<file path="config.mk">
export PLATFORM = sky130hd
export DESIGN_NAME = ps2_set1_scancode_decoder_flat
export DESIGN_NICKNAME = d
export VERILOG_FILES = /design/src/rtl/ps2dec_pkg.sv /design/src/rtl/ps2dec_if.sv /design/src/rtl/ps2_set1_scancode_decoder.sv /design/src/rtl/ps2dec_xlate.sv /design/src/rtl/ps2dec_outq.sv /design/src/flat_wrapper.sv
export VERILOG_INCLUDE_DIRS = /design/src /design/src/rtl
export SDC_FILE = /design/constraint.sdc
export NUM_CORES = 1
export LEC_CHECK = 0
export ABC_AREA = 1
export BUFFER_PORTS_ARGS = -buffer_cell sky130_fd_sc_hd__buf_2
export CAP_MARGIN = 20
export CORE_MARGIN = 2
export CORE_UTILIZATION = 25
export DETAILED_ROUTE_END_ITERATION = 7
export GPL_TIMING_DRIVEN = 0
export PLACE_DENSITY = 0.51
export SYNTH_ARGS = -nofsm -noshare
export SYNTH_HDL_FRONTEND = slang
export SYNTH_SLANG_ARGS = --single-unit
</file>
<file path="constraint.sdc">
create_clock -name i_clk -period 4.65 [get_ports i_clk]
set_input_delay 0.6975 -clock i_clk [delete_from_list [all_inputs] [get_ports i_clk]]
set_output_delay 0.6975 -clock i_clk [all_outputs]
set_load 0.03 [all_outputs]
</file>
<file path="src/rtl/assert_macros.svh">
// Assertion macros for the RTL files that carry concurrent checks.
// Depends on nothing; include it by its bare file name.
`ifndef ASSERT_MACROS_SVH
`define ASSERT_MACROS_SVH

// Check a property on every rising edge, disabled while reset is held.
`define ASSERT_CLK(label, clk, rst_n, prop, msg) \
    label: assert property (@(posedge clk) disable iff (!rst_n) (prop)) else $error(msg);

// Check that a condition never holds at a rising edge outside reset.
`define ASSERT_NEVER(label, clk, rst_n, cond, msg) \
    label: assert property (@(posedge clk) disable iff (!rst_n) !(cond)) else $error(msg);

`endif

</file>
<file path="src/rtl/ps2dec_pkg.sv">
// Package for the PS/2 set 1 decoder: sizes, scancode constants, key ROMs,
// shared structs and small helper functions. Depends on nothing.
package ps2dec_pkg;

    localparam int FIFO_DEPTH = 16;
    localparam int PTR_W      = (FIFO_DEPTH > 1) ? $clog2(FIFO_DEPTH) : 1;

    // Result queue in front of the output channel (power of two).
    localparam int QDEPTH = 4;
    localparam int QPTR_W = $clog2(QDEPTH);
    localparam int CNT_W  = $clog2(QDEPTH + 1);

    typedef logic [PTR_W-1:0] t_ptr;

    // Scancode constants
    localparam logic [7:0] SC_PREFIX_E0 = 8'hE0;
    localparam logic [6:0] SC_LSHIFT    = 7'h2A;
    localparam logic [6:0] SC_RSHIFT    = 7'h36;
    localparam logic [6:0] SC_CTRL      = 7'h1D;
    localparam logic [6:0] SC_ALT       = 7'h38;
    localparam logic [6:0] SC_CAPS      = 7'h3A;
    localparam logic [6:0] SC_NUM       = 7'h45;
    localparam logic [6:0] SC_SCROLL    = 7'h46;

    // Command byte that sets the keyboard LEDs
    localparam logic [7:0] KBD_CMD_LED = 8'hED;

    // Modifier bit positions
    localparam int MOD_SHIFT  = 0;
    localparam int MOD_CTRL   = 1;
    localparam int MOD_ALT    = 2;
    localparam int MOD_CAPS   = 3;
    localparam int MOD_NUM    = 4;
    localparam int MOD_SCROLL = 5;

    // Result kinds
    localparam logic KIND_CHAR = 1'b0;
    localparam logic KIND_CMD  = 1'b1;

    // US QWERTY, no modifier
    localparam logic [7:0] ROM_PLAIN [0:127] = '{
        8'h00, 8'h1B, 8'h31, 8'h32, 8'h33, 8'h34, 8'h35, 8'h36,
        8'h37, 8'h38, 8'h39, 8'h30, 8'h2D, 8'h3D, 8'h08, 8'h09,
        8'h71, 8'h77, 8'h65, 8'h72, 8'h74, 8'h79, 8'h75, 8'h69,
        8'h6F, 8'h70, 8'h5B, 8'h5D, 8'h0A, 8'h00, 8'h61, 8'h73,
        8'h64, 8'h66, 8'h67, 8'h68, 8'h6A, 8'h6B, 8'h6C, 8'h3B,
        8'h27, 8'h60, 8'h00, 8'h5C, 8'h7A, 8'h78, 8'h63, 8'h76,
        8'h62, 8'h6E, 8'h6D, 8'h2C, 8'h2E, 8'h2F, 8'h00, 8'h2A,
        8'h00, 8'h20, 8'h00, 8'h80, 8'h81, 8'h82, 8'h83, 8'h84,
        8'h85, 8'h86, 8'h87, 8'h88, 8'h89, 8'h00, 8'h00, 8'h37,
        8'h38, 8'h39, 8'h2D, 8'h34, 8'h35, 8'h36, 8'h2B, 8'h31,
        8'h32, 8'h33, 8'h30, 8'h2E, 8'h00, 8'h00, 8'h00, 8'h8A,
        8'h8B, 8'h00, 8'h00, 8'h00, 8'h00, 8'h00, 8'h00, 8'h00,
        8'h00, 8'h00, 8'h00, 8'h00, 8'h00, 8'h00, 8'h00, 8'h00,
        8'h00, 8'h00, 8'h00, 8'h00, 8'h00, 8'h00, 8'h00, 8'h00,
        8'h00, 8'h00, 8'h00, 8'h00, 8'h00, 8'h00, 8'h00, 8'h00,
        8'h00, 8'h00, 8'h00, 8'h00, 8'h00, 8'h00, 8'h00, 8'h00
    };

    // US QWERTY with shift held; function keys and keypad keys other than * have no entry
    localparam logic [7:0] ROM_SHIFT [0:127] = '{
        8'h00, 8'h1B, 8'h21, 8'h40, 8'h23, 8'h24, 8'h25, 8'h5E,
        8'h26, 8'h2A, 8'h28, 8'h29, 8'h5F, 8'h2B, 8'h08, 8'h09,
        8'h51, 8'h57, 8'h45, 8'h52, 8'h54, 8'h59, 8'h55, 8'h49,
        8'h4F, 8'h50, 8'h7B, 8'h7D, 8'h0A, 8'h00, 8'h41, 8'h53,
        8'h44, 8'h46, 8'h47, 8'h48, 8'h4A, 8'h4B, 8'h4C, 8'h3A,
        8'h22, 8'h7E, 8'h00, 8'h7C, 8'h5A, 8'h58, 8'h43, 8'h56,
        8'h42, 8'h4E, 8'h4D, 8'h3C, 8'h3E, 8'h3F, 8'h00, 8'h2A,
        8'h00, 8'h20, 8'h00, 8'h00, 8'h00, 8'h00, 8'h00, 8'h00,
        8'h00, 8'h00, 8'h00, 8'h00, 8'h00, 8'h00, 8'h00, 8'h00,
        8'h00, 8'h00, 8'h00, 8'h00, 8'h00, 8'h00, 8'h00, 8'h00,
        8'h00, 8'h00, 8'h00, 8'h00, 8'h00, 8'h00, 8'h00, 8'h00,
        8'h00, 8'h00, 8'h00, 8'h00, 8'h00, 8'h00, 8'h00, 8'h00,
        8'h00, 8'h00, 8'h00, 8'h00, 8'h00, 8'h00, 8'h00, 8'h00,
        8'h00, 8'h00, 8'h00, 8'h00, 8'h00, 8'h00, 8'h00, 8'h00,
        8'h00, 8'h00, 8'h00, 8'h00, 8'h00, 8'h00, 8'h00, 8'h00,
        8'h00, 8'h00, 8'h00, 8'h00, 8'h00, 8'h00, 8'h00, 8'h00
    };

    // One result transaction
    typedef struct packed {
        logic       kind;
        logic [7:0] value;
        logic       fifo_empty;
        logic [5:0] modifier_bits;
        logic       last;
    } t_result;

    // Up to two results landing in the output queue in one cycle
    typedef struct packed {
        logic    valid;
        logic    two;
        t_result res0;
        t_result res1;
    } t_qpush;

    // Outcome of decoding one scancode byte
    typedef struct packed {
        logic       ext;
        logic [5:0] mods;
        logic       push;
        logic [7:0] ch;
        logic       caps_evt;
        logic [7:0] leds;
    } t_xlate;

    // Advance a character FIFO pointer with wrap at FIFO_DEPTH
    function automatic t_ptr ptr_inc(input t_ptr p);
        t_ptr r;
        if (p == t_ptr'(FIFO_DEPTH - 1)) begin
            r = '0;
        end else begin
            r = p + t_ptr'(1);
        end
        return r;
    endfunction

    // Cursor and navigation keys behind the E0 prefix
    function automatic logic [7:0] ext_code(input logic [6:0] sc);
        logic [7:0] r;
        unique case (sc)
            7'h48:   r = 8'h90;
            7'h50:   r = 8'h91;
            7'h4B:   r = 8'h92;
            7'h4D:   r = 8'h93;
            7'h47:   r = 8'h94;
            7'h4F:   r = 8'h95;
            7'h49:   r = 8'h96;
            7'h51:   r = 8'h97;
            7'h52:   r = 8'h98;
            7'h53:   r = 8'h99;
            default: r = 8'h00;
        endcase
        return r;
    endfunction

endpackage

</file>
<file path="src/rtl/ps2dec_if.sv">
// Valid/ready channel interfaces for the decoder's input and result streams.
// Depends on nothing.
interface ps2dec_in_if;
    logic       valid;
    logic       ready;
    logic       func;
    logic [7:0] scan_byte;

    modport source (output valid, output func, output scan_byte, input ready);
    modport sink   (input valid, input func, input scan_byte, output ready);
endinterface

interface ps2dec_out_if;
    logic       valid;
    logic       ready;
    logic       kind;
    logic [7:0] value;
    logic       fifo_empty;
    logic [5:0] modifier_bits;
    logic       last;

    modport source (output valid, output kind, output value, output fifo_empty,
                    output modifier_bits, output last, input ready);
    modport sink   (input valid, input kind, input value, input fifo_empty,
                    input modifier_bits, input last, output ready);
endinterface

</file>
<file path="src/rtl/ps2_set1_scancode_decoder.sv">
// PS/2 scancode set 1 decoder with a character FIFO held in block memory.
// Channels: i_in (sink) takes one transaction per item: func=0 delivers a raw
// set 1 byte in scan_byte, func=1 asks for one character from the FIFO.
// o_out (source) returns result transactions: a read gives one character
// (0 when the FIFO is empty); a caps lock press gives the LED command 0xED
// and then the LED byte, the second one flagged by last. Every other byte
// gives no result. Each result also reports fifo_empty and the modifiers.
// Throughput: one input transaction per cycle while i_in.ready is high.
// A result passes the staging register and the store read data, then the
// result queue registers, before it shows on o_out. The store is a
// synchronous RAM with one port use per cycle (a read or a push, never
// both, since each item is one or the other); the FIFO pointers and
// modifiers sit in flip-flops. A caps lock press gives two results, which
// leave the queue one at a time, so a stream of them runs below full rate.
// Reset (i_rst_n low at a clock edge) clears the pointers, the modifiers,
// the E0 prefix flag, the pipeline and the result queue; the store is not
// cleared. When the receiver stalls, results collect in a four-entry queue
// and i_in.ready drops once a further item might not find room.
`include "assert_macros.svh"

module ps2_set1_scancode_decoder import ps2dec_pkg::*; (
    input  logic          i_clk,
    input  logic          i_rst_n,
    ps2dec_in_if.sink     i_in,
    ps2dec_out_if.source  o_out
);

    // Item that has results, held in a register while the store read data comes back
    typedef struct packed {
        logic       valid;
        logic       is_read;
        logic       hit;
        logic       fifo_empty;
        logic [5:0] mods;
        logic [7:0] leds;
    } t_s1;

    logic [7:0]       r_store [FIFO_DEPTH];
    logic [7:0]       r_rdata;
    t_ptr             r_rd;
    t_ptr             r_wr;
    logic [5:0]       r_mods;
    logic             r_ext;
    t_s1              r_s1;

    t_ptr             n_rd;
    t_ptr             n_wr;
    logic [5:0]       n_mods;
    logic             n_ext;
    t_s1              n_s1;

    t_xlate           w_xl;
    t_qpush           w_push;
    logic [CNT_W-1:0] w_qcnt;
    logic [CNT_W:0]   w_need;
    logic             w_acc;
    logic             w_empty;
    logic             w_full;
    logic             w_mem_rd;
    logic             w_mem_wr;

    ps2dec_xlate u_xlate (
        .i_scan_byte   (i_in.scan_byte),
        .i_ext_pending (r_ext),
        .i_mods        (r_mods),
        .o_xl          (w_xl)
    );

    // Accept only while the queue can absorb the item in flight plus a
    // worst-case new one (two results).
    always_comb begin
        w_need = {1'b0, w_qcnt} + (CNT_W+1)'(2);
        if (r_s1.valid) begin
            w_need = w_need + (r_s1.is_read ? (CNT_W+1)'(1) : (CNT_W+1)'(2));
        end
    end
    assign i_in.ready = (w_need <= (CNT_W+1)'(QDEPTH));
    assign w_acc      = i_in.valid && i_in.ready;

    assign w_empty  = (r_rd == r_wr);
    assign w_full   = (ptr_inc(r_wr) == r_rd);
    assign w_mem_rd = w_acc && i_in.func && !w_empty;
    assign w_mem_wr = w_acc && !i_in.func && w_xl.push && !w_full;

    always_comb begin
        n_rd   = w_mem_rd ? ptr_inc(r_rd) : r_rd;
        n_wr   = w_mem_wr ? ptr_inc(r_wr) : r_wr;
        n_mods = r_mods;
        n_ext  = r_ext;
        if (w_acc && !i_in.func) begin
            n_mods = w_xl.mods;
            n_ext  = w_xl.ext;
        end
        n_s1            = '0;
        n_s1.valid      = w_acc && (i_in.func || w_xl.caps_evt);
        n_s1.is_read    = i_in.func;
        n_s1.hit        = !w_empty;
        n_s1.fifo_empty = (n_rd == n_wr);
        n_s1.mods       = n_mods;
        n_s1.leds       = w_xl.leds;
    end

    always_ff @(posedge i_clk) begin
        if (!i_rst_n) begin
            r_rd   <= '0;
            r_wr   <= '0;
            r_mods <= '0;
            r_ext  <= 1'b0;
            r_s1   <= '0;
        end else begin
            r_rd   <= n_rd;
            r_wr   <= n_wr;
            r_mods <= n_mods;
            r_ext  <= n_ext;
            r_s1   <= n_s1;
        end
    end

    // Character store: write on push, registered read on pop
    always_ff @(posedge i_clk) begin
        if (w_mem_wr) r_store[r_wr] <= w_xl.ch;
        if (w_mem_rd) r_rdata <= r_store[r_rd];
    end

    // Form the result transactions once the read data is back
    always_comb begin
        w_push       = '0;
        w_push.valid = r_s1.valid;
        w_push.two   = !r_s1.is_read;
        w_push.res0.fifo_empty    = r_s1.fifo_empty;
        w_push.res0.modifier_bits = r_s1.mods;
        w_push.res1.fifo_empty    = r_s1.fifo_empty;
        w_push.res1.modifier_bits = r_s1.mods;
        w_push.res1.kind          = KIND_CMD;
        w_push.res1.value         = r_s1.leds;
        w_push.res1.last          = 1'b1;
        if (r_s1.is_read) begin
            w_push.res0.kind  = KIND_CHAR;
            w_push.res0.value = r_s1.hit ? r_rdata : 8'h00;
            w_push.res0.last  = 1'b1;
        end else begin
            w_push.res0.kind  = KIND_CMD;
            w_push.res0.value = KBD_CMD_LED;
            w_push.res0.last  = 1'b0;
        end
    end

    ps2dec_outq u_outq (
        .i_clk   (i_clk),
        .i_rst_n (i_rst_n),
        .i_push  (w_push),
        .o_cnt   (w_qcnt),
        .o_out   (o_out)
    );

    // The store port serves one access per cycle
    `ASSERT_NEVER(a_store_one_access, i_clk, i_rst_n, w_mem_rd && w_mem_wr, "store read and write collide")
    // Queue never overflows
    `ASSERT_NEVER(a_queue_bound, i_clk, i_rst_n, w_qcnt > CNT_W'(QDEPTH), "result queue overflow")
    // A staged item always lands in the queue
    `ASSERT_CLK(a_stage_lands, i_clk, i_rst_n, r_s1.valid |=> o_out.valid, "staged result lost")
    // Reading an empty FIFO leaves the read pointer alone
    `ASSERT_CLK(a_empty_read_hold, i_clk, i_rst_n, (w_acc && i_in.func && w_empty) |=> $stable(r_rd), "empty read moved pointer")

endmodule

</file>
<file path="src/rtl/ps2dec_xlate.sv">
// Scancode translation: prefix and modifier tracking, ROM lookup, case and
// ctrl mapping. Purely combinational. Depends on ps2dec_pkg.
module ps2dec_xlate import ps2dec_pkg::*; (
    input  logic [7:0] i_scan_byte,
    input  logic       i_ext_pending,
    input  logic [5:0] i_mods,
    output t_xlate     o_xl
);

    logic [6:0] w_sc;
    logic       w_rel;
    logic       w_shift;
    logic       w_caps;
    logic [7:0] w_rom;
    logic [7:0] w_cased;
    logic [7:0] w_ch;

    assign w_sc    = i_scan_byte[6:0];
    assign w_rel   = i_scan_byte[7];
    assign w_shift = i_mods[MOD_SHIFT];
    assign w_caps  = i_mods[MOD_CAPS];
    assign w_rom   = w_shift ? ROM_SHIFT[w_sc] : ROM_PLAIN[w_sc];

    // Caps lock inverts letter case; ctrl folds letters onto 1..26
    always_comb begin
        w_cased = w_rom;
        if (w_caps && w_rom >= 8'h61 && w_rom <= 8'h7A) begin
            w_cased = w_rom - 8'h20;
        end else if (w_caps && w_shift && w_rom >= 8'h41 && w_rom <= 8'h5A) begin
            w_cased = w_rom + 8'h20;
        end
        w_ch = w_cased;
        if (i_mods[MOD_CTRL]) begin
            if (w_cased >= 8'h61 && w_cased <= 8'h7A) begin
                w_ch = w_cased - 8'h60;
            end else if (w_cased >= 8'h41 && w_cased <= 8'h5A) begin
                w_ch = w_cased - 8'h40;
            end
        end
    end

    always_comb begin
        o_xl          = '0;
        o_xl.ext      = i_ext_pending;
        o_xl.mods     = i_mods;
        if (i_scan_byte == SC_PREFIX_E0) begin
            o_xl.ext = 1'b1;
        end else if (i_ext_pending) begin
            o_xl.ext = 1'b0;
            if (!w_rel) begin
                o_xl.ch   = ext_code(w_sc);
                o_xl.push = (o_xl.ch != 8'h00);
            end
        end else begin
            unique case (w_sc)
                SC_LSHIFT, SC_RSHIFT: o_xl.mods[MOD_SHIFT] = !w_rel;
                SC_CTRL:              o_xl.mods[MOD_CTRL]  = !w_rel;
                SC_ALT:               o_xl.mods[MOD_ALT]   = !w_rel;
                SC_CAPS: begin
                    if (!w_rel) begin
                        o_xl.mods[MOD_CAPS] = !i_mods[MOD_CAPS];
                        o_xl.caps_evt       = 1'b1;
                    end
                end
                SC_NUM: begin
                    if (!w_rel) o_xl.mods[MOD_NUM] = !i_mods[MOD_NUM];
                end
                SC_SCROLL: begin
                    if (!w_rel) o_xl.mods[MOD_SCROLL] = !i_mods[MOD_SCROLL];
                end
                default: begin
                    if (!w_rel) begin
                        o_xl.ch   = w_ch;
                        o_xl.push = (w_ch != 8'h00);
                    end
                end
            endcase
        end
        // LED byte: scroll in bit 0, num in bit 1, caps in bit 2
        o_xl.leds = {5'b0, o_xl.mods[MOD_CAPS], o_xl.mods[MOD_NUM],
                     o_xl.mods[MOD_SCROLL]};
    end

endmodule

</file>
<file path="src/rtl/ps2dec_outq.sv">
// Small result queue that drives the output channel from registers and
// takes up to two results per cycle. Depends on ps2dec_pkg, ps2dec_if.
module ps2dec_outq import ps2dec_pkg::*; (
    input  logic               i_clk,
    input  logic               i_rst_n,
    input  t_qpush             i_push,
    output logic [CNT_W-1:0]   o_cnt,
    ps2dec_out_if.source       o_out
);

    t_result                r_q [QDEPTH];
    logic [QPTR_W-1:0]      r_head;
    logic [QPTR_W-1:0]      r_tail;
    logic [CNT_W-1:0]       r_cnt;
    logic [QPTR_W-1:0]      n_head;
    logic [QPTR_W-1:0]      n_tail;
    logic [CNT_W-1:0]       n_cnt;
    logic                   w_pop;
    logic [CNT_W-1:0]       w_npush;

    assign w_pop   = o_out.valid && o_out.ready;
    assign w_npush = !i_push.valid ? CNT_W'(0) : (i_push.two ? CNT_W'(2) : CNT_W'(1));

    always_comb begin
        n_head = w_pop ? r_head + QPTR_W'(1) : r_head;
        n_tail = r_tail + QPTR_W'(w_npush);
        n_cnt  = r_cnt + w_npush - CNT_W'(w_pop);
    end

    always_ff @(posedge i_clk) begin
        if (!i_rst_n) begin
            r_head <= '0;
            r_tail <= '0;
            r_cnt  <= '0;
        end else begin
            r_head <= n_head;
            r_tail <= n_tail;
            r_cnt  <= n_cnt;
        end
    end

    // Payload slots need no reset
    always_ff @(posedge i_clk) begin
        if (i_push.valid) begin
            r_q[r_tail] <= i_push.res0;
            if (i_push.two) r_q[r_tail + QPTR_W'(1)] <= i_push.res1;
        end
    end

    assign o_cnt               = r_cnt;
    assign o_out.valid         = (r_cnt != '0);
    assign o_out.kind          = r_q[r_head].kind;
    assign o_out.value         = r_q[r_head].value;
    assign o_out.fifo_empty    = r_q[r_head].fifo_empty;
    assign o_out.modifier_bits = r_q[r_head].modifier_bits;
    assign o_out.last          = r_q[r_head].last;

endmodule
</file>
<file path="src/flat_wrapper.sv">
// flat-port wrapper written by rule: the top's interface ports become plain ports
module ps2_set1_scancode_decoder_flat import ps2dec_pkg::*;
  (i_clk, i_rst_n, i_in_valid, i_in_func, i_in_scan_byte, i_in_ready, o_out_valid, o_out_kind, o_out_value, o_out_fifo_empty, o_out_modifier_bits, o_out_last, o_out_ready);
  ps2dec_in_if i_in_i ();
  ps2dec_out_if o_out_i ();
  input  logic i_clk;
  input  logic i_rst_n;
  input wire logic [$bits(i_in_i.valid)-1:0] i_in_valid;
  input wire logic [$bits(i_in_i.func)-1:0] i_in_func;
  input wire logic [$bits(i_in_i.scan_byte)-1:0] i_in_scan_byte;
  output wire logic [$bits(i_in_i.ready)-1:0] i_in_ready;
  output wire logic [$bits(o_out_i.valid)-1:0] o_out_valid;
  output wire logic [$bits(o_out_i.kind)-1:0] o_out_kind;
  output wire logic [$bits(o_out_i.value)-1:0] o_out_value;
  output wire logic [$bits(o_out_i.fifo_empty)-1:0] o_out_fifo_empty;
  output wire logic [$bits(o_out_i.modifier_bits)-1:0] o_out_modifier_bits;
  output wire logic [$bits(o_out_i.last)-1:0] o_out_last;
  input wire logic [$bits(o_out_i.ready)-1:0] o_out_ready;
  assign i_in_i.valid = i_in_valid;
  assign i_in_i.func = i_in_func;
  assign i_in_i.scan_byte = i_in_scan_byte;
  assign i_in_ready = i_in_i.ready;
  assign o_out_valid = o_out_i.valid;
  assign o_out_kind = o_out_i.kind;
  assign o_out_value = o_out_i.value;
  assign o_out_fifo_empty = o_out_i.fifo_empty;
  assign o_out_modifier_bits = o_out_i.modifier_bits;
  assign o_out_last = o_out_i.last;
  assign o_out_i.ready = o_out_ready;
  ps2_set1_scancode_decoder u_core (.i_clk(i_clk), .i_rst_n(i_rst_n), .i_in(i_in_i), .o_out(o_out_i));
endmodule
</file>
---- Word-level counts from Yosys, hierarchy flattened ----
Memories as Yosys holds them, arrays and structs flattened. A register that Yosys moved wholly into a read port is not among the register bits.
Index checks and enable logic that the tools add are counted.
storage, ports and cells
  bits in registers ....................... 34
  memory bits (writable) .................. 196
  memory bits (read-only) ................. 2,048
  output and inout bits ................... 19
  logic and storage cells ................. 146
  memories ................................ 4
memories
  memory             words  width  rd ports  clocked after memory_dff  wr ports  line                             RTL
  (name not given)   128    8      1         0                         0         ps2dec_xlate.sv:22               assign w_rom = w_shift ? ROM_SHIFT[w_sc] : ROM_PLAIN[w_sc];
  (name not given)   128    8      1         0                         0         ps2dec_xlate.sv:22
  u_core.r_store     16     8      1         1                         1         ps2_set1_scancode_decoder.sv:38  logic [7:0] r_store [FIFO_DEPTH];
  u_core.u_outq.r_q  4      17     1         1                         2         ps2dec_outq.sv:11                t_result r_q [QDEPTH];
cells by class
  $add $sub $neg .......................... 13
  $lt $le $gt $ge ......................... 10
  equality and inequality tests ........... 23
  muxes and demuxes ....................... 54
  bitwise operators ....................... 1
  reduce and logical (&&, ||, !) cells .... 28
operators by type and width
  operator               count
  $mux W8                14
  $eq A7 B7 Y1 const B   12
  $pmux W8 S10           1
  $mux W9                5
  $ge A8 B7 Y1 const B   4
  $le A8 B7 Y1 const B   4
  $eq A7 B6 Y1 const B   4
  $mux W1                21
  $mux W4                5
  $mux W16               1
  $reduce_bool A8 Y1     2
  $sub A8 B7 Y8 const B  2
  $logic_and A1 B1 Y1    15
  $eq A4 B4 Y1           3
  $mux W6                2
  $mux W2                5
  $add A4 B1 Y4 const B  2
  $add A8 B6 Y8 const B  1
  $eq A4 B4 Y1 const B   2
  $eq A8 B8 Y1 const B   1
  $ge A8 B8 Y1 const B   1
  $not A7 Y8             1
  $sub A8 B6 Y8 const B  1
  $eq A7 B5 Y1 const B   1
  other kinds (12)       19

---- Depth between registers and ports, before layout ----
Gate-level depths: netlist of run 1.
  depth in word-level cells ............... 24
  gate-level depth with buffers ........... 41
  depth with buffers taken out ............ 41

---- Modules after synthesis ----
Synthesis of run 1 repeated with hierarchy kept, for this count alone.
unflattened totals
  cell total of the unflattened synthesis .. 1,537
  area, all modules ....................... 13,396.6 µm²
modules (own cells, without submodules)
  module                     instances  cells each  area each (µm²)  seq. area each (µm²)
  ps2_set1_scancode_decoder  1          621         6,849.1          4,624.4
  ps2dec_outq                1          400         3,972.6          2,222.1
  ps2dec_xlate               1          516         2,575.0          0.0

---- Worst setup path before layout of run 1 ----
No wires, ideal clock.
  kind .................................... in2reg
  start ................................... in i_in_scan_byte[1]
  end ..................................... mem u_core.r_store[2][0], enable pin
  setup time .............................. 0.370 ns
  arrival ................................. 4.404 ns
  data required time ...................... 4.280 ns
  slack ................................... -0.124 ns
  stages .................................. 35
  buffers on the path ..................... 0
  cells stage by stage .................... inv_1 ha_1 nand2_1 nand2_1 nand2_1 nand3_1 nand2_1 nand2_1 nand2_1 nand2_2 inv_2 ha_1 nand2_1 a21oi_1 nand2_1 nand2_1 nand3_2 o21ai_0 o22ai_1 ha_1 a31oi_1 or2_2 nor2_4 nand2_2 nand2_1 inv_1 nand2_2 a21oi_2 nand2_1 nand2_2 nand2_4 nand2_8 inv_4 nand2_1 nor2_1
between the ends
  longest elaborated chain between the ends .. 24
RTL lines
  item                                        line                              RTL
  start, declared                             flat_wrapper.sv:10                input wire logic [$bits(i_in_i.scan_byte)-1:0] i_in_scan_byte;
  $not A7 Y8 (not written as such)            ps2dec_xlate.sv:22
  $mem_v2 Z128 W8                             n/a
  $mux W8 (not written as such) (2 in a row)  ps2dec_xlate.sv:22
  $mux W8                                     ps2dec_xlate.sv:22
  $ge A8 B7 Y1                                ps2dec_xlate.sv:29                end else if (w_caps && w_shift && w_rom >= 8'h41 && w_rom <= 8'h5A) begin
  $logic_and A1 B1 Y1 (2 in a row)            ps2dec_xlate.sv:29
  $mux W8                                     ps2dec_xlate.sv:29
  $mux W8                                     ps2dec_xlate.sv:27                if (w_caps && w_rom >= 8'h61 && w_rom <= 8'h7A) begin
  [... 5 more ...]                            n/a
  $reduce_bool A8 Y1                          ps2dec_xlate.sv:74                o_xl.push = (w_ch != 8'h00);
  $mux W9                                     ps2dec_xlate.sv:72                if (!w_rel) begin
  $mux W9                                     ps2dec_xlate.sv:55                unique case (w_sc)
  $mux W9                                     ps2dec_xlate.sv:48                end else if (i_ext_pending) begin
  $mux W16 (*)                                ps2dec_xlate.sv:46                if (i_scan_byte == SC_PREFIX_E0) begin
  $logic_and A1 B1 Y1 (*) (2 in a row)        ps2_set1_scancode_decoder.sv:83   assign w_mem_wr = w_acc && !i_in.func && w_xl.push && !w_full;
  $mux W1 (*)                                 ps2_set1_scancode_decoder.sv:121  if (w_mem_wr) r_store[r_wr] <= w_xl.ch;
  $mux W1 (not written as such) (*)           ps2_set1_scancode_decoder.sv:121
  end, declared                               ps2_set1_scancode_decoder.sv:38
Mark *: on every way between the ends. The rest lies on a longest branch, timed or not. The select of a mux whose other input is x is not followed.

---- Worst setup path after layout of run 1 ----
  start ................................... in i_in_scan_byte[1]
  end ..................................... mem u_core.r_store[15][4], enable pin
Same word-level chain as after synthesis.

==> results.md, run 1 <==
* DRT Pass-1 Iters at 5
* Iter 0 DRT Violations at 901
* Hold buffer count at cts at 0
* Max-slew violations at 0
* GP Congestion at 0.907
* Dpl hpwl at approximately 26,000 µm
* Netlist Area Pre-Place at roughly 12,000 µm²
* Data required, critical path at 4800 ps
* PortBufs at 30
* Die ar. at 50,400 µm²
* Seq/Total Area, Yosys at 53.2%
* Root Buffer: clkbuf_16
* Endpoint class of the critical path: flop
* Mapped Nets at about 1,400
* Max-Cap Viols at 0
* CP max-delay cell: nor2_2
* Fin Hold WS at 396 ps
* Maximum VDD drop at 291 µV
* Startpoint types: primary input
* Reg clk slew, reported paths at 60 ps
* Total Wirelength at 36,800 µm
* CTS sink cnt at 235
* PnR Total Power at 6.43 mW
* Max Freq at around 230 MHz
* Final Hold Viols at 0
* Starting Density at 25.4%
* HP Class: in2reg
* P_leak at 5.61 nW
* Drc violations at 0
* CTS Buf Count at 26
* H-tree depth at 1
* Top-count cell post-synth: nand2_1
* Final ANT Viol Nets at 0
* Relative slew slack at 37.9%
* Area grow syn2layout at 23.4%
* YS warnings at 0
* Final #Nets at 1,539
* Synth unique cells at 46
* Vias per cell at 4.89
* Routed via count at about 10,000
* FFs w/ async S/R, synth at 0%
* EDFF count, synth at 176
* Core box area at ~48,000 µm²
* Outcome: finished clean
* Remaining global-route overflow at 0
* First-pass GRT wire length at between 50,000 and 60,000 µm
* Antenna cell count at 0
* Total track usage at 14.4%
* Deepest clock path buffer count at 3
* Boundary Pins at 32
* Largest net degree at the start of global routing at 17
* Biggest area consumer among synthesized cells: edfxtp_1
* Synth Flop Type: edfxtp_1
* Share of cells above drive strength 1 at 17.1%
* CTS tree: built
* Fin crit share at 95.1%
* CP max stage delay at between 400 and 500 ps
* DR WL/cell at 17.3 µm
* RSZ-0062 raised after global routing: yes
* Die H at roughly 220 µm
* Top cells by area, synth: edfxtp_1 (43%), dfxtp_1 (9.7%), nand2_1 (8.7%)
* Post-Syn Area per Cell at 8.80 µm²
* Worst Setup Path Type: in2reg
* Power Density at 429 nW/µm²
* Crit path DAT at between 4000 and 5000 ps
* Site Rows at 80
* Worst skew pair latency at 520 ps
* Die width at 225 µm
* Initial antenna violation count at 0
* Clock skew at 9.35 ps
* Maximum fanout along the worst path at 10
* Crit path top cell by count: nand2_1
* Synth top area share at 43.5%
* Worst slew pin tran at about 930 ps
* Commonest cells in the netlist: nand2_1 (282), nor2_1 (223), edfxtp_1 (176)
* Vias in the first global route at 10,100
* Synth Register Bits at 235
* Finish-stage setup viols at 0
* Syn Inst Count at approximately 1,400
* Crit path time final at 4420 ps
-- per-layer routing --
metal / wire, µm / global-route usage [%]
met5: 0 / 0
met4: 1030 / 4.29
met3: 1750 / 1.53
met2: 17400 / 24.3
met1: 16600 / 19.6
-- layout by cell type, fill, tap and decap left out, types with 20 or more instances in the layout --
cell and instances:
buf_2 32, inv_1 97, dfxtp_1 58, clkbuf_16 27, clkbuf_1 37, nor2_4 20, a21oi_1 39, nand3_1 82
nand2_1 253, ha_1 24, o22ai_1 23, o21ai_0 110, nor2_1 204, buf_4 40, nand2_2 39, edfxtp_1 176
-- path summary, 6_finish.rpt --
path / from / end / slack, ps / depth (start not counted)
min reg2reg: u_core.u_outq.r_q[1][16] / u_core.u_outq.r_q[1][16] / 450 / 2
min: i_in_func / u_core.r_s1[16] / 400 / 3
max reg2reg: u_core.r_s1[8] / u_core.r_store[15][4] / 470 / 27
max: i_in_scan_byte[1] / u_core.r_store[15][4] / 230 / 35
-- sequential cells by signal, summed over array words and instances (netlist names), named ones only --
name,cells
u_core.u_outq.o_cnt,3
u_core.r_rdata,8
u_core.r_store,128
u_core.r_s1,13
u_core.u_outq.r_tail,2
u_core.r_wr,4
u_core.r_rd,4
u_core.u_outq.r_head,2
u_core.r_ext,1
u_core.u_outq.r_q,68
-- cell families after synthesis --
kind of cell / synth area share (%)
multiplexers: 1.07
adder cells (fa/ha/maj): 3.52
AND/OR/NAND/NOR: 22.4
buffers and inverters: 5.88
flip-flops: 53.2
AO/OA/AOI/OAI: 12.8
XOR/XNOR: 1.15
-- cell type report --
class,instances,area [µm²]
buffer,56,270
clock buffer,32,704
clock inverter,15,148
fill,4991,32800
inverter,119,480
multi-input combinational,972,5420
sequential,235,6470
tap,615,769
timing repair buffer,83,751
-- power breakdown --
part	total, mW	internal, mW	switching [mW]
logic	1.82	0.548	1.27
registers	2.57	2.48	0.0872
clock network	2.05	1.23	0.814
total	6.43	4.26	2.17
-- repair_timing --
action                                  4_1_cts  5_1_grt
gates resized for setup                      68       62
pin swaps                                    22       29
endpoints found under the setup margin      181      163
setup buffers                                26       20
gates cloned                                  0        0
-- per-stage QoR --
stage	cell area, µm²	TNS (ps)	util (%)	worst slack (ps)	cells
after floorplan	12200	-13900	-	-124	1382
after global placement	13100	-246560	27.3	-1550	2027
after detailed placement	13200	-243170	27.5	-1600	2032
after CTS	14600	0	30.5	19.2	2105
after global routing	15000	-184	31.4	-14.7	2127
final	15000	0	31.4	228	2127
-- worst max-delay path, delay by kind of cell --
kind	cells	cell delay [ps]
and+or+nand+nor	22	2190
buffers and inverters	6	630
AOI/OAI and AO/OA	4	430
adders and majority gates	3	640
No activity file was read; power rests on OpenSTA's default activity.
==> inputs of run 2 (changes only) <==
GPL_TIMING_DRIVEN = 1   (was 0)
==> results.md, run 2 (synthesis results as in run 1) <==
* DP Area at 14,000 µm²
* Iter 0 DRT Violations at between 900 and 1,000
* Initial antenna violation count at 1
* Crit path time final at 4460 ps
* PnR Total Power at 6.48 mW
* Post-layout util at 31.6%
* Largest regs: u_core.r_store (128), u_core.u_outq.r_q (68), u_core.r_s1 (13)
* Reg clk slew, reported paths at around 60 ps
* Max FFs per register at 128
* Finish-stage setup viols at 0
* Most frequent cells in the layout: nand2_1 (277), nor2_1 (212), edfxtp_1 (176)
* Max-Cap Viols at 0
* DRT Pass-1 Iters at 7
* Reg2reg start: u_core.r_s1[8]
* Routed via count at about 10,000
* Hold_sp: i_in_func
* CP max stage delay at slightly above 300 ps
* Relative slew slack at 32.5%
* Share of cells above drive strength 1 at 19.7%
* Die width at 225 µm
* Final WS setup at between 150 and 200 ps
* Int Power at 4.39 mW
* Area of the multi-input gates at a little over 5000 µm²
* Outcome: finished clean
* Max Freq at about 220 MHz
* Starting Density at about a quarter
* Vias per cell at 4.73
* Power Density at approximately 430 nW/µm²
* FF-to-FF setup slack at 380 ps
* Core box area at between 40,000 and 50,000 µm²
* Root Buffer: clkbuf_16
* Worst hold endpoint: u_core.r_s1[16]
* Drc violations at 0
* Dpl hpwl at between 20,000 and 30,000 µm
* Final #Nets at 1,584
* Hold path cells at 3
* Total track usage at 14.1%
* Crit path DAT at around 4700 ps
* HP Class: in2reg
* Crit path top cell by count: nand2_1
* Max-slew violations at 0
* Hold buffer count at cts at 0
* Final Hold Viols at 0
* Fin Hold WS at 396 ps
* Vias in the first global route at around 10,000
* Die H at 225 µm
* Boundary Pins at 32
* P_sw at roughly 2.1 mW
* Maximum VDD drop at ~270 µV
* Deepest clock path buffer count at 3
* First-pass GRT wire length at 56,600 µm
* CTS tree: built
* Clock network power share at 33.1%
* Data required, critical path at 4880 ps
* GP Congestion at around 0.89
* Worst slew pin tran at 1010 ps
* Worst skew pair latency at 520 ps
* Largest register by flop count: u_core.r_store
* Flop pwr share at 39.8%
* Largest net degree at the start of global routing at 71
* Fill cell count at 4,999
* PortBufs at 31
* FF/Latch Area at 6470 µm²
* FF-to-FF End: u_core.r_store[0][3]
* Site Rows at 80
* Die ar. at 50,400 µm²
* FF-to-FF path depth at 29
* Fin area at 15,100 µm²
* Fin crit share at 95.8%
* Final ANT Viol Nets at 0
* Area grow syn2layout at 24.5%
* Sw frac at 32.3%
* DR WL/cell at between 15 and 20 µm
* Most common library cell in the layout ignoring fill and taps: nand2_1
* Gate power share at 27.1%
* Startpoint types: primary input
* Endpoint class of the critical path: flop
* Total Wirelength at 35,900 µm
* Worst Setup Path Type: in2reg
* CP max-delay cell: ha_2
* CTS Buf Count at 25
* P_leak at 6.00 nW
* Remaining global-route overflow at 0
* H-tree depth at 1
* Maximum fanout along the worst path at 8
* Clock skew at around 21 ps
* Pre-CTS WS at -401 ps
* CTS sink cnt at 235
-- run 2: layer usage --
metal	GRT usage, %	wire length (µm)	vias to the layer above
met5	0	0	-
met4	3.10	659	0
met3	1.58	1750	49
met2	23.2	16700	276
met1	19.9	16800	4902
li1	-	-	5046
-- run 2: timing repair --
| action | 4_1_cts | 5_1_grt |
|---|---|---|
| setup endpoints to repair | 0 | 132 |
| buffers inserted | 0 | 3 |
| gates resized for setup | 0 | 49 |
-- run 2: worst max path at each step --
stage                            from                    end  slack, ps  cells past startpoint
finish              i_in_scan_byte[0]   u_core.r_store[0][3]        190                     36
global route        i_in_scan_byte[0]   u_core.r_store[8][1]       -170                     39
floorplan           i_in_scan_byte[1]  u_core.r_store[10][0]       -120                     35
detailed placement  i_in_scan_byte[0]   u_core.r_store[0][1]       -400                     39
global placement    i_in_scan_byte[0]   u_core.r_store[8][3]       -410                     38
CTS                 i_in_scan_byte[0]   u_core.r_store[0][0]        150                     39
-- run 2: through the flow --
| stage | setup TNS (ps) | instances |
|---|---|---|
| floorplan | -13900 | 1382 |
| global placement | -47550 | 2121 |
| detailed placement | -45810 | 2121 |
| CTS | 0 | 2167 |
| global route | -18800 | 2173 |
| finish | 0 | 2173 |
-- run 2: worst max-delay path, delay by kind of cell --
family                   cells  cell delay [ps]
AO/OA/AOI/OAI                4              490
buffers and inverters        7              760
adder cells (fa/ha/maj)      2              540
AND/OR/NAND/NOR             23             2190
-- run 2: power by group through the flow --
stage	sequential [mW]	clock, mW	combinational (mW)
after floorplan	2.58	0	1.12
after global placement	2.63	0	1.72
after detailed placement	2.63	0	1.73
after CTS	2.58	2.20	1.74
after global routing	2.60	2.27	1.95
final	2.58	2.15	1.76
-- run 2: final cells by class --
cell class	instances	area share [%]
clock inverters	11	1.26
diodes	1	0.0165
well taps	615	5.08
flip-flops and latches	235	42.7
repair buffers	185	9.51
clock buffers	35	4.65
inverters	119	3.00
multi-input cells	972	33.7
